`src/hdl/ebdc_pkg.sv`:
```
// Types, constants and codes shared by the compressor modules.
package ebdc_pkg;

  localparam int EBDC_MAX_BLOCK = 8;
  localparam int EBDC_FRAC_BITS = 16;

  localparam int CFG_IDX_W = 4;
  localparam logic [CFG_IDX_W-1:0] REG_INV_BOUND = 4'd0;
  localparam logic [CFG_IDX_W-1:0] REG_BLOCK_LEN = 4'd1;

  localparam logic [31:0] INV_BOUND_RST = 32'd65536;
  localparam logic [3:0]  BLOCK_LEN_RST = 4'd8;

  // byte source select for the output mux
  localparam logic [1:0] SRC_RAW  = 2'd0;
  localparam logic [1:0] SRC_HDR  = 2'd1;
  localparam logic [1:0] SRC_SIGN = 2'd2;
  localparam logic [1:0] SRC_MAG  = 2'd3;

  typedef struct packed {
    logic signed [31:0] sample;
    logic               last_sample;
  } in_t;

  typedef struct packed {
    logic [7:0] out_byte;
    logic       run_end;
    logic       segment_end;
  } out_t;

  typedef struct packed {
    logic       load;
    logic       mul;
    logic       qnt;
    logic       upd;
    logic       hdr;
    logic       emit;
    logic [1:0] src;
    logic       run_end;
    logic       finish;
  } ebdc_cmd_t;

  typedef struct packed {
    logic have_first;
    logic send;
    logic hdr_zero;
    logic raw_done;
    logic sign_done;
    logic mag_done;
    logic emit_ok;
  } ebdc_stat_t;

endpackage

```
`src/hdl/ebdc_ctrl.sv`:
```
// Sequencer for the compressor: quantize, update block, emit bytes.
module ebdc_ctrl import ebdc_pkg::*; (
  input  logic       clk,
  input  logic       rst_n,
  input  logic       in_valid,
  output logic       in_ready,
  input  ebdc_stat_t stat,
  output ebdc_cmd_t  cmd
);

  localparam logic [3:0] S_IDLE = 4'd0;
  localparam logic [3:0] S_MUL  = 4'd1;
  localparam logic [3:0] S_QNT  = 4'd2;
  localparam logic [3:0] S_UPD  = 4'd3;
  localparam logic [3:0] S_HDR  = 4'd4;
  localparam logic [3:0] S_RAW  = 4'd5;
  localparam logic [3:0] S_BHDR = 4'd6;
  localparam logic [3:0] S_SIGN = 4'd7;
  localparam logic [3:0] S_MAG  = 4'd8;

  logic [3:0] state_r, state_nxt;

  assign in_ready = (state_r == S_IDLE);

  always_comb begin
    state_nxt = state_r;
    cmd       = '0;
    cmd.src   = SRC_HDR;
    unique case (state_r)
      S_IDLE: begin
        if (in_valid) begin
          cmd.load  = 1'b1;
          state_nxt = S_MUL;
        end
      end
      S_MUL: begin
        cmd.mul   = 1'b1;
        state_nxt = S_QNT;
      end
      S_QNT: begin
        cmd.qnt   = 1'b1;
        state_nxt = S_UPD;
      end
      S_UPD: begin
        cmd.upd = 1'b1;
        priority if (!stat.have_first) begin
          state_nxt = S_RAW;
        end else if (stat.send) begin
          state_nxt = S_HDR;
        end else begin
          state_nxt = S_IDLE;  // delta buffered only, nothing to send
        end
      end
      S_HDR: begin
        cmd.hdr   = 1'b1;
        state_nxt = S_BHDR;
      end
      S_RAW: begin
        cmd.src = SRC_RAW;
        if (stat.emit_ok) begin
          cmd.emit = 1'b1;
          if (stat.raw_done) begin
            cmd.run_end = 1'b1;
            cmd.finish  = 1'b1;
            state_nxt   = S_IDLE;
          end
        end
      end
      S_BHDR: begin
        cmd.src = SRC_HDR;
        if (stat.emit_ok) begin
          cmd.emit = 1'b1;
          if (stat.hdr_zero) begin
            cmd.run_end = 1'b1;
            cmd.finish  = 1'b1;
            state_nxt   = S_IDLE;
          end else begin
            state_nxt = S_SIGN;
          end
        end
      end
      S_SIGN: begin
        cmd.src = SRC_SIGN;
        if (stat.emit_ok) begin
          cmd.emit = 1'b1;
          if (stat.sign_done) begin
            state_nxt = S_MAG;
          end
        end
      end
      S_MAG: begin
        cmd.src = SRC_MAG;
        if (stat.emit_ok) begin
          cmd.emit = 1'b1;
          if (stat.mag_done) begin
            cmd.run_end = 1'b1;
            cmd.finish  = 1'b1;
            state_nxt   = S_IDLE;
          end
        end
      end
      default: begin
        state_nxt = S_IDLE;
      end
    endcase
  end

  always_ff @(posedge clk) begin
    if (!rst_n) begin
      state_r <= S_IDLE;
    end else begin
      state_r <= state_nxt;
    end
  end

endmodule

```
`src/hdl/ebdc_dp.sv`:
```
// Datapath: quantizer, delta block buffer, byte formatter, output register.
module ebdc_dp import ebdc_pkg::*; #(
  parameter int MAX_BLOCK = EBDC_MAX_BLOCK,
  parameter int FRAC_BITS = EBDC_FRAC_BITS
) (
  input  logic        clk,
  input  logic        rst_n,
  input  in_t         in_data,
  input  logic [31:0] inv_bound,
  input  logic [3:0]  blk_len,
  input  ebdc_cmd_t   cmd,
  output ebdc_stat_t  stat,
  input  logic        out_ready,
  output logic        out_valid,
  output out_t        out_data
);

  localparam int FW = $clog2(MAX_BLOCK + 1);
  localparam int IW = (MAX_BLOCK > 1) ? $clog2(MAX_BLOCK) : 1;
  localparam int SB = (MAX_BLOCK + 7) / 8;
  localparam int SW = (SB > 1) ? $clog2(SB) : 1;
  localparam int SH = 2 * FRAC_BITS;

  // bit length of v: highest nonzero byte, then highest set bit in it
  function automatic logic [5:0] bit_len(input logic [31:0] v);
    logic [1:0]  hi;
    logic [31:0] vs;
    logic [7:0]  b;
    logic [2:0]  p;
    hi = (v[31:24] != 8'd0) ? 2'd3 :
         (v[23:16] != 8'd0) ? 2'd2 :
         (v[15:8]  != 8'd0) ? 2'd1 : 2'd0;
    vs = v >> {hi, 3'b000};
    b  = vs[7:0];
    p  = 3'd0;
    for (int i = 0; i < 8; i++) begin
      if (b[i]) p = 3'(i);
    end
    return (b == 8'd0) ? 6'd0 : ({1'b0, hi, 3'b000} + {3'b000, p} + 6'd1);
  endfunction

  in_t           in_r;
  logic          neg_r;
  logic [63:0]   prod_r;
  logic [31:0]   q_r;
  logic [31:0]   prior_r;
  logic          have_first_r;
  logic          send_r;
  logic [FW-1:0] fill_r;
  logic [31:0]   max_r;
  logic [MAX_BLOCK-1:0] sign_r;
  logic [31:0]   mag_r [MAX_BLOCK];
  logic [5:0]    hdr_r;
  logic [1:0]    bidx_r;
  logic [IW-1:0] eidx_r;
  logic [SW-1:0] sidx_r;
  out_t          out_r;
  logic          out_valid_r;

  logic [31:0]   mag32;
  logic [63:0]   prod_nxt;
  logic [63:0]   shv;
  logic [31:0]   q_nxt;
  logic [31:0]   dlt;
  logic [31:0]   dmag;
  logic [FW-1:0] fill_inc;
  logic [FW-1:0] fill_m1;
  logic [4:0]    len5;
  logic [1:0]    nb;
  logic [SB*8-1:0] spad;
  logic [SB*8-1:0] sw;
  logic [7:0]    sbyte;
  logic [31:0]   mw;
  logic [31:0]   rw;
  logic [7:0]    byte_sel;

  // quantizer: |sample| * inverse bound, shift, saturate
  always_comb begin
    mag32    = in_r.sample[31] ? (~in_r.sample + 32'd1) : in_r.sample;
    prod_nxt = 64'(mag32) * 64'(inv_bound);
    shv      = prod_r >> SH;
    if (!neg_r) begin
      q_nxt = (shv > 64'h7FFF_FFFF) ? 32'h7FFF_FFFF : shv[31:0];
    end else begin
      q_nxt = (shv > 64'h8000_0000) ? 32'h8000_0000 : (~shv[31:0] + 32'd1);
    end
  end

  // delta and block bookkeeping
  always_comb begin
    dlt      = q_r - prior_r;
    dmag     = dlt[31] ? (~dlt + 32'd1) : dlt;
    fill_inc = fill_r + FW'(1);
    fill_m1  = fill_r - FW'(1);
    priority if (blk_len == 4'd0) begin
      len5 = 5'd1;
    end else if ({1'b0, blk_len} > 5'(MAX_BLOCK)) begin
      len5 = 5'(MAX_BLOCK);
    end else begin
      len5 = {1'b0, blk_len};
    end
    nb = hdr_r[5] ? 2'd3 : hdr_r[4:3];
  end

  // byte formatting
  always_comb begin
    spad = '0;
    for (int i = 0; i < MAX_BLOCK; i++) begin
      spad[i] = sign_r[i] & (FW'(i) < fill_r);
    end
    sw = spad >> {sidx_r, 3'b000};
    for (int p = 0; p < 8; p++) begin
      sbyte[7-p] = sw[p];
    end
    mw = mag_r[eidx_r] >> {bidx_r, 3'b000};
    rw = q_r >> {bidx_r, 3'b000};
    unique case (cmd.src)
      SRC_RAW:  byte_sel = rw[7:0];
      SRC_HDR:  byte_sel = {2'b00, hdr_r};
      SRC_SIGN: byte_sel = sbyte;
      SRC_MAG:  byte_sel = mw[7:0];
    endcase
  end

  always_comb begin
    stat.have_first = have_first_r;
    stat.send       = have_first_r &&
                      ((5'(fill_inc) >= len5) || in_r.last_sample);
    stat.hdr_zero   = (hdr_r == 6'd0);
    stat.raw_done   = (bidx_r == 2'd3);
    stat.sign_done  = (FW'(sidx_r) == (fill_m1 >> 3));
    stat.mag_done   = (bidx_r == nb) && (FW'(eidx_r) == fill_m1);
    stat.emit_ok    = !out_valid_r || out_ready;
  end

  // control state
  always_ff @(posedge clk) begin
    if (!rst_n) begin
      have_first_r <= 1'b0;
      send_r       <= 1'b0;
      fill_r       <= '0;
      max_r        <= '0;
      out_valid_r  <= 1'b0;
    end else begin
      if (cmd.upd) begin
        have_first_r <= 1'b1;
        send_r       <= stat.send;
        if (have_first_r) begin
          fill_r <= fill_inc;
          if (dmag > max_r) max_r <= dmag;
        end
      end
      if (cmd.finish) begin
        if (send_r || in_r.last_sample) begin
          fill_r <= '0;
          max_r  <= '0;
        end
        if (in_r.last_sample) have_first_r <= 1'b0;
      end
      if (cmd.emit) begin
        out_valid_r <= 1'b1;
      end else if (out_ready) begin
        out_valid_r <= 1'b0;
      end
    end
  end

  // payload
  always_ff @(posedge clk) begin
    if (cmd.load) in_r <= in_data;
    if (cmd.mul) begin
      prod_r <= prod_nxt;
      neg_r  <= in_r.sample[31];
    end
    if (cmd.qnt) q_r <= q_nxt;
    if (cmd.upd) begin
      prior_r <= q_r;
      bidx_r  <= '0;
      eidx_r  <= '0;
      sidx_r  <= '0;
      if (have_first_r) begin
        sign_r[fill_r[IW-1:0]] <= dlt[31];
        mag_r[fill_r[IW-1:0]]  <= dmag;
      end
    end
    if (cmd.hdr) hdr_r <= bit_len(max_r);
    if (cmd.emit) begin
      out_r.out_byte    <= byte_sel;
      out_r.run_end     <= cmd.run_end;
      out_r.segment_end <= cmd.run_end & in_r.last_sample;
      unique case (cmd.src)
        SRC_RAW:  bidx_r <= bidx_r + 2'd1;
        SRC_HDR:  ;
        SRC_SIGN: sidx_r <= sidx_r + SW'(1);
        SRC_MAG: begin
          if (bidx_r == nb) begin
            bidx_r <= '0;
            eidx_r <= eidx_r + IW'(1);
          end else begin
            bidx_r <= bidx_r + 2'd1;
          end
        end
      endcase
    end
  end

  assign out_valid = out_valid_r;
  assign out_data  = out_r;

endmodule

```
`src/hdl/error_bounded_delta_block_compressor.sv`:
```
// Per item: load, multiply, quantize, update, then result bytes; a block also takes a header lookup.
// Throughput: one item at a time; a new input is taken only when the sequencer is back in idle
//   (up to 34 bytes per full block).
// Bytes leave at one per cycle through the single output register while out_ready holds.
// Reset (rst_n low, synchronous): sequencer idle, segment and block state cleared,
//   inverse_bound back to 65536, block_len back to 8.
module error_bounded_delta_block_compressor import ebdc_pkg::*; #(
  parameter int MAX_BLOCK = EBDC_MAX_BLOCK,
  parameter int FRAC_BITS = EBDC_FRAC_BITS
) (
  input  logic                 clk,
  input  logic                 rst_n,
  input  logic                 in_valid,
  output logic                 in_ready,
  input  in_t                  in_data,
  output logic                 out_valid,
  input  logic                 out_ready,
  output out_t                 out_data,
  input  logic                 cfg_valid,
  output logic                 cfg_ready,
  input  logic [CFG_IDX_W-1:0] cfg_index,
  input  logic [31:0]          cfg_data
);

  // configuration registers; writes are always taken, unknown indexes dropped
  logic [31:0] inv_bound_r;
  logic [3:0]  block_len_r;

  ebdc_cmd_t  cmd;
  ebdc_stat_t stat;

  assign cfg_ready = 1'b1;

  always_ff @(posedge clk) begin
    if (!rst_n) begin
      inv_bound_r <= INV_BOUND_RST;
      block_len_r <= BLOCK_LEN_RST;
    end else if (cfg_valid) begin
      if (cfg_index == REG_INV_BOUND) inv_bound_r <= cfg_data;
      if (cfg_index == REG_BLOCK_LEN) block_len_r <= cfg_data[3:0];
    end
  end

  // sequencer: one item in flight, steps quantize -> update -> emit
  ebdc_ctrl u_ctrl (
    .clk      (clk),
    .rst_n    (rst_n),
    .in_valid (in_valid),
    .in_ready (in_ready),
    .stat     (stat),
    .cmd      (cmd)
  );

  // datapath: multiplier, delta buffer, header/sign/magnitude byte mux
  ebdc_dp #(
    .MAX_BLOCK (MAX_BLOCK),
    .FRAC_BITS (FRAC_BITS)
  ) u_dp (
    .clk       (clk),
    .rst_n     (rst_n),
    .in_data   (in_data),
    .inv_bound (inv_bound_r),
    .blk_len   (block_len_r),
    .cmd       (cmd),
    .stat      (stat),
    .out_ready (out_ready),
    .out_valid (out_valid),
    .out_data  (out_data)
  );

endmodule

```
`config.mk`:
```
export PLATFORM = sky130hd
export DESIGN_NAME = error_bounded_delta_block_compressor
export DESIGN_NICKNAME = d
export VERILOG_FILES = /design/src/hdl/ebdc_pkg.sv /design/src/hdl/ebdc_ctrl.sv /design/src/hdl/ebdc_dp.sv /design/src/hdl/error_bounded_delta_block_compressor.sv
export SDC_FILE = /design/constraint.sdc
export NUM_CORES = 2
export LEC_CHECK = 0
export BUFFER_PORTS_ARGS = -buffer_cell sky130_fd_sc_hd__buf_2
export CORE_UTILIZATION = 30
export DETAILED_ROUTE_END_ITERATION = 12
export PLACE_DENSITY_LB_ADDON = 0.2
export SYNTH_ARGS = -nofsm -noshare
export SYNTH_HDL_FRONTEND = slang
export SYNTH_SLANG_ARGS = --single-unit
```
`constraint.sdc`:
```
create_clock -name clk -period 14.2 [get_ports clk]
set_input_delay 0.71 -clock clk [delete_from_list [all_inputs] [get_ports clk]]
set_output_delay 0.71 -clock clk [all_outputs]
set_load 0.01 [all_outputs]
```
==> flow_metrics.py <==
metrics = {
    "setup_path": {
        "critical_path_class": "reg2reg",
        "crit_family": "adder cells",
        "crit_path_start_kind": "register",
        "slowest_delay_ns": 0.58,
        "crit_buf_inv": 5,
        "arrival_ns": 11.72,
        "cp_data_required_time_ns": 14.60,
        "critical-path-slowest-cell": "fa_1",
        "cp-end-kind": "register",
        "crit_fanout": 32,
        "cp_common_cell": "fa_1",
    },
    "floorplan": {
        "core_area_um2": 188000,
        "dieHeight_um": 437,
        "die_width_um": 437,
        "fp.dieArea_um2": 191000,
        "initial_core_util_pct": 30.2,
        "core.rowCount": 159,
        "boundaryPins": 87,
    },
    "sta": {
        "rsz0062_at_grt": "no",
        "finalSetupTns_ns": 0,
        "skew_ns": 0.0617,
        "worst_slew_pin_slew_ns": 1.23,
        "max_freq_mhz": 88.3,
        "setup_viol": 0,
        "period_needed_ns": 11.32,
        "drv_slew": 0,
        "hold_violations": 0,
        "maxSlewHeadroom_pct": 16.1,
        "fin_crit_sh_pct": 79.7,
    },
    "synth": {
        "synth-main-ff-cell": "edfxtp_1",
        "synth_edf_count": 410,
        "synthArstFlopShare_pct": 0,
        "ys_ff_latch": 495,
        "synth_top_cell_by_area": "fa_1",
        "yosys_warnings": 0,
        "seq_area_frac_synth_pct": 24.7,
        "netlist_area_um2": 56700,
        "synth_top_area_share_pct": 31.7,
        "netlist_top_cells_area": "fa_1 (32%), edfxtp_1 (22%), ha_1 (7.5%), and2_1 (6.9%), inv_1 (6.6%)",
        "syn_area_per_cell_um2": 10.3,
        "synth.most_common_cell": "inv_1",
        "yosysUniqueCellTypes": 97,
        "syn-num-nets": 6795,
        "netlist_top_cells_count": "inv_1 (990), fa_1 (896), nand2_1 (640)",
        "syn_inst": 5484,
    },
    "clock_network": {
        "htreeDepth": 2,
        "cts.sinks": 495,
        "clk_pin_slew_ns": 0.06,
        "hold_buffers": 0,
        "cts_buffer_depth": 3,
        "cts_inserted_buffers": 55,
        "clock-root-buffer": "clkbuf_16",
        "cts_setup_buffers": 0,
        "ctsResizeCount": 0,
        "clk_latency_ns": 0.68,
        "cts_tree": "built",
    },
    "layout": {
        "design_area_um2": 61800,
        "nets": 6732,
        "area_growth_pct": 9.06,
        "fillCellCount": 19200,
        "drive_gt1_share_pct": 7.92,
    },
    "drt": {
        "firstDrtPassIters": 5,
        "drtIter0Drc": 2152,
        "wl_per_cell_um": 20.3,
        "route.vias.total": 38000,
        "avgViaCountPerCell": 4.77,
        "detail-route-antenna-nets": 0,
        "drc": 0,
        "totalWireLength_um": 162000,
    },
    "place": {
        "portBuffers": 85,
        "place_hpwl_um": 121000,
        "routabilityCongestion": 0.867,
        "place_area_um2": 60100,
    },
    "grt": {
        "grt_overflow_total": 0,
        "grt_max_degree": 46,
        "grt_first_pass_wirelength_um": 252000,
        "grt_pass1_vias": 41000,
        "grt_util_all_layers_pct": 17.2,
        "antenna_found_initial": 9,
    },
    "power": {
        "peakVddDrop_mv": 0.110,
        "total_leakage_power_nw": 27.2,
        "power_density_nw_per_um2": 101,
    },
    "hold_path": {
        "hp-class": "in2reg",
    },
    "status": {
        "status": "completed",
    },
    "run": {
        "maxCapViolCount": 0,
    },
}
## metal layers
layer  global-route usage (%)  share of wire, %
met4                     3.16               1.6
met2                     28.9                48
met3                     2.09               4.1
met5                        0                 0
met1                     23.7                46
## flip-flops by register name, indices dropped and copies added (netlist names), 6 cells and up
register / count
u_dp.mag_r: 256
u_dp.in_r: 33
inv_bound_r: 32
u_dp.max_r: 32
u_dp.prior_r: 32
u_dp.prod_r: 32
u_dp.q_r: 32
u_dp.out_data: 10
u_dp.sign_r: 8
u_dp.hdr_r: 6
## logic make-up after synthesis
| group | after synthesis | synth area share, % |
|---|---|---|
| and+or+nand+nor | 1650 | 15.0 |
| buffers and inverters | 1283 | 8.56 |
| adders and majority gates | 1237 | 39.2 |
| other | 1 | 0.00662 |
| muxes | 106 | 3.82 |
| AOI/OAI and AO/OA | 599 | 6.92 |
| xor gates and xnor gates | 113 | 1.75 |
| DFF | 495 | 24.7 |
## placed cells by master, fill, tap and decap left out, types with 22 or more instances in the layout
| cell | instances |
|---|---|
| inv_1 | 990 |
| fa_1 | 896 |
| nand2_1 | 640 |
| and2_1 | 622 |
| edfxtp_1 | 410 |
| ha_1 | 341 |
| o21ai_0 | 142 |
| a21oi_1 | 131 |
| mux4_2 | 88 |
| buf_4 | 88 |
| buf_2 | 85 |
| nor2_1 | 76 |
| a21o_1 | 73 |
| dfxtp_1 | 72 |
| clkbuf_16 | 56 |
| nand3_1 | 53 |
| xnor2_1 | 52 |
| or3_1 | 49 |
| nor3_1 | 43 |
| a21boi_0 | 36 |
| xor2_1 | 32 |
| a31oi_1 | 31 |
| xnor2_2 | 26 |
| nor2b_1 | 25 |
| nand2b_1 | 22 |
## final timing paths
check | startpoint | to | slack (ns) | depth (start not counted)
worst max-delay path | u_dp.in_r[5] | u_dp.prod_r[54] | 2.88 | 33
worst min-delay path | in_data[32] | u_dp.in_r[32] | 0.26 | 1
worst max register to register | u_dp.in_r[5] | u_dp.prod_r[54] | 2.88 | 33
worst min register to register | inv_bound_r[9] | inv_bound_r[9] | 0.46 | 2
## report_power, final
part,switching (mW),internal [mW]
logic,1.92,0.959
registers,0.120,1.89
clock network,0.629,0.750
## per-stage QoR
stage | instances | hold slack [ns] | worst slack, ns | util [%] | total power, mW
after detailed placement | 7859 | 0.459 | 2.91 | 32.0 | 4.94
final | 7963 | 0.257 | 2.88 | 32.9 | 6.27
after global routing | 7960 | 0.229 | 2.36 | 32.9 | 6.71
after CTS | 7960 | 0.217 | 2.92 | 32.9 | 6.35
after floorplan | 5484 | 0.445 | 3.90 | - | 3.87
after global placement | 7859 | 0.456 | 3.01 | 32.0 | 4.90
## final cells by class
type,count,area [um2],area share [%]
sequential,495,14000,22.7
tap,2495,3120,5.05
multi-input combinational,3706,38100,61.7
clock buffer,70,1450,2.35
timing repair buffer,173,1090,1.76
clock inverter,31,269,0.435
antenna,3,7.51,0.0122
inverter,990,3720,6.01
(Power assumes the default switching activity.)
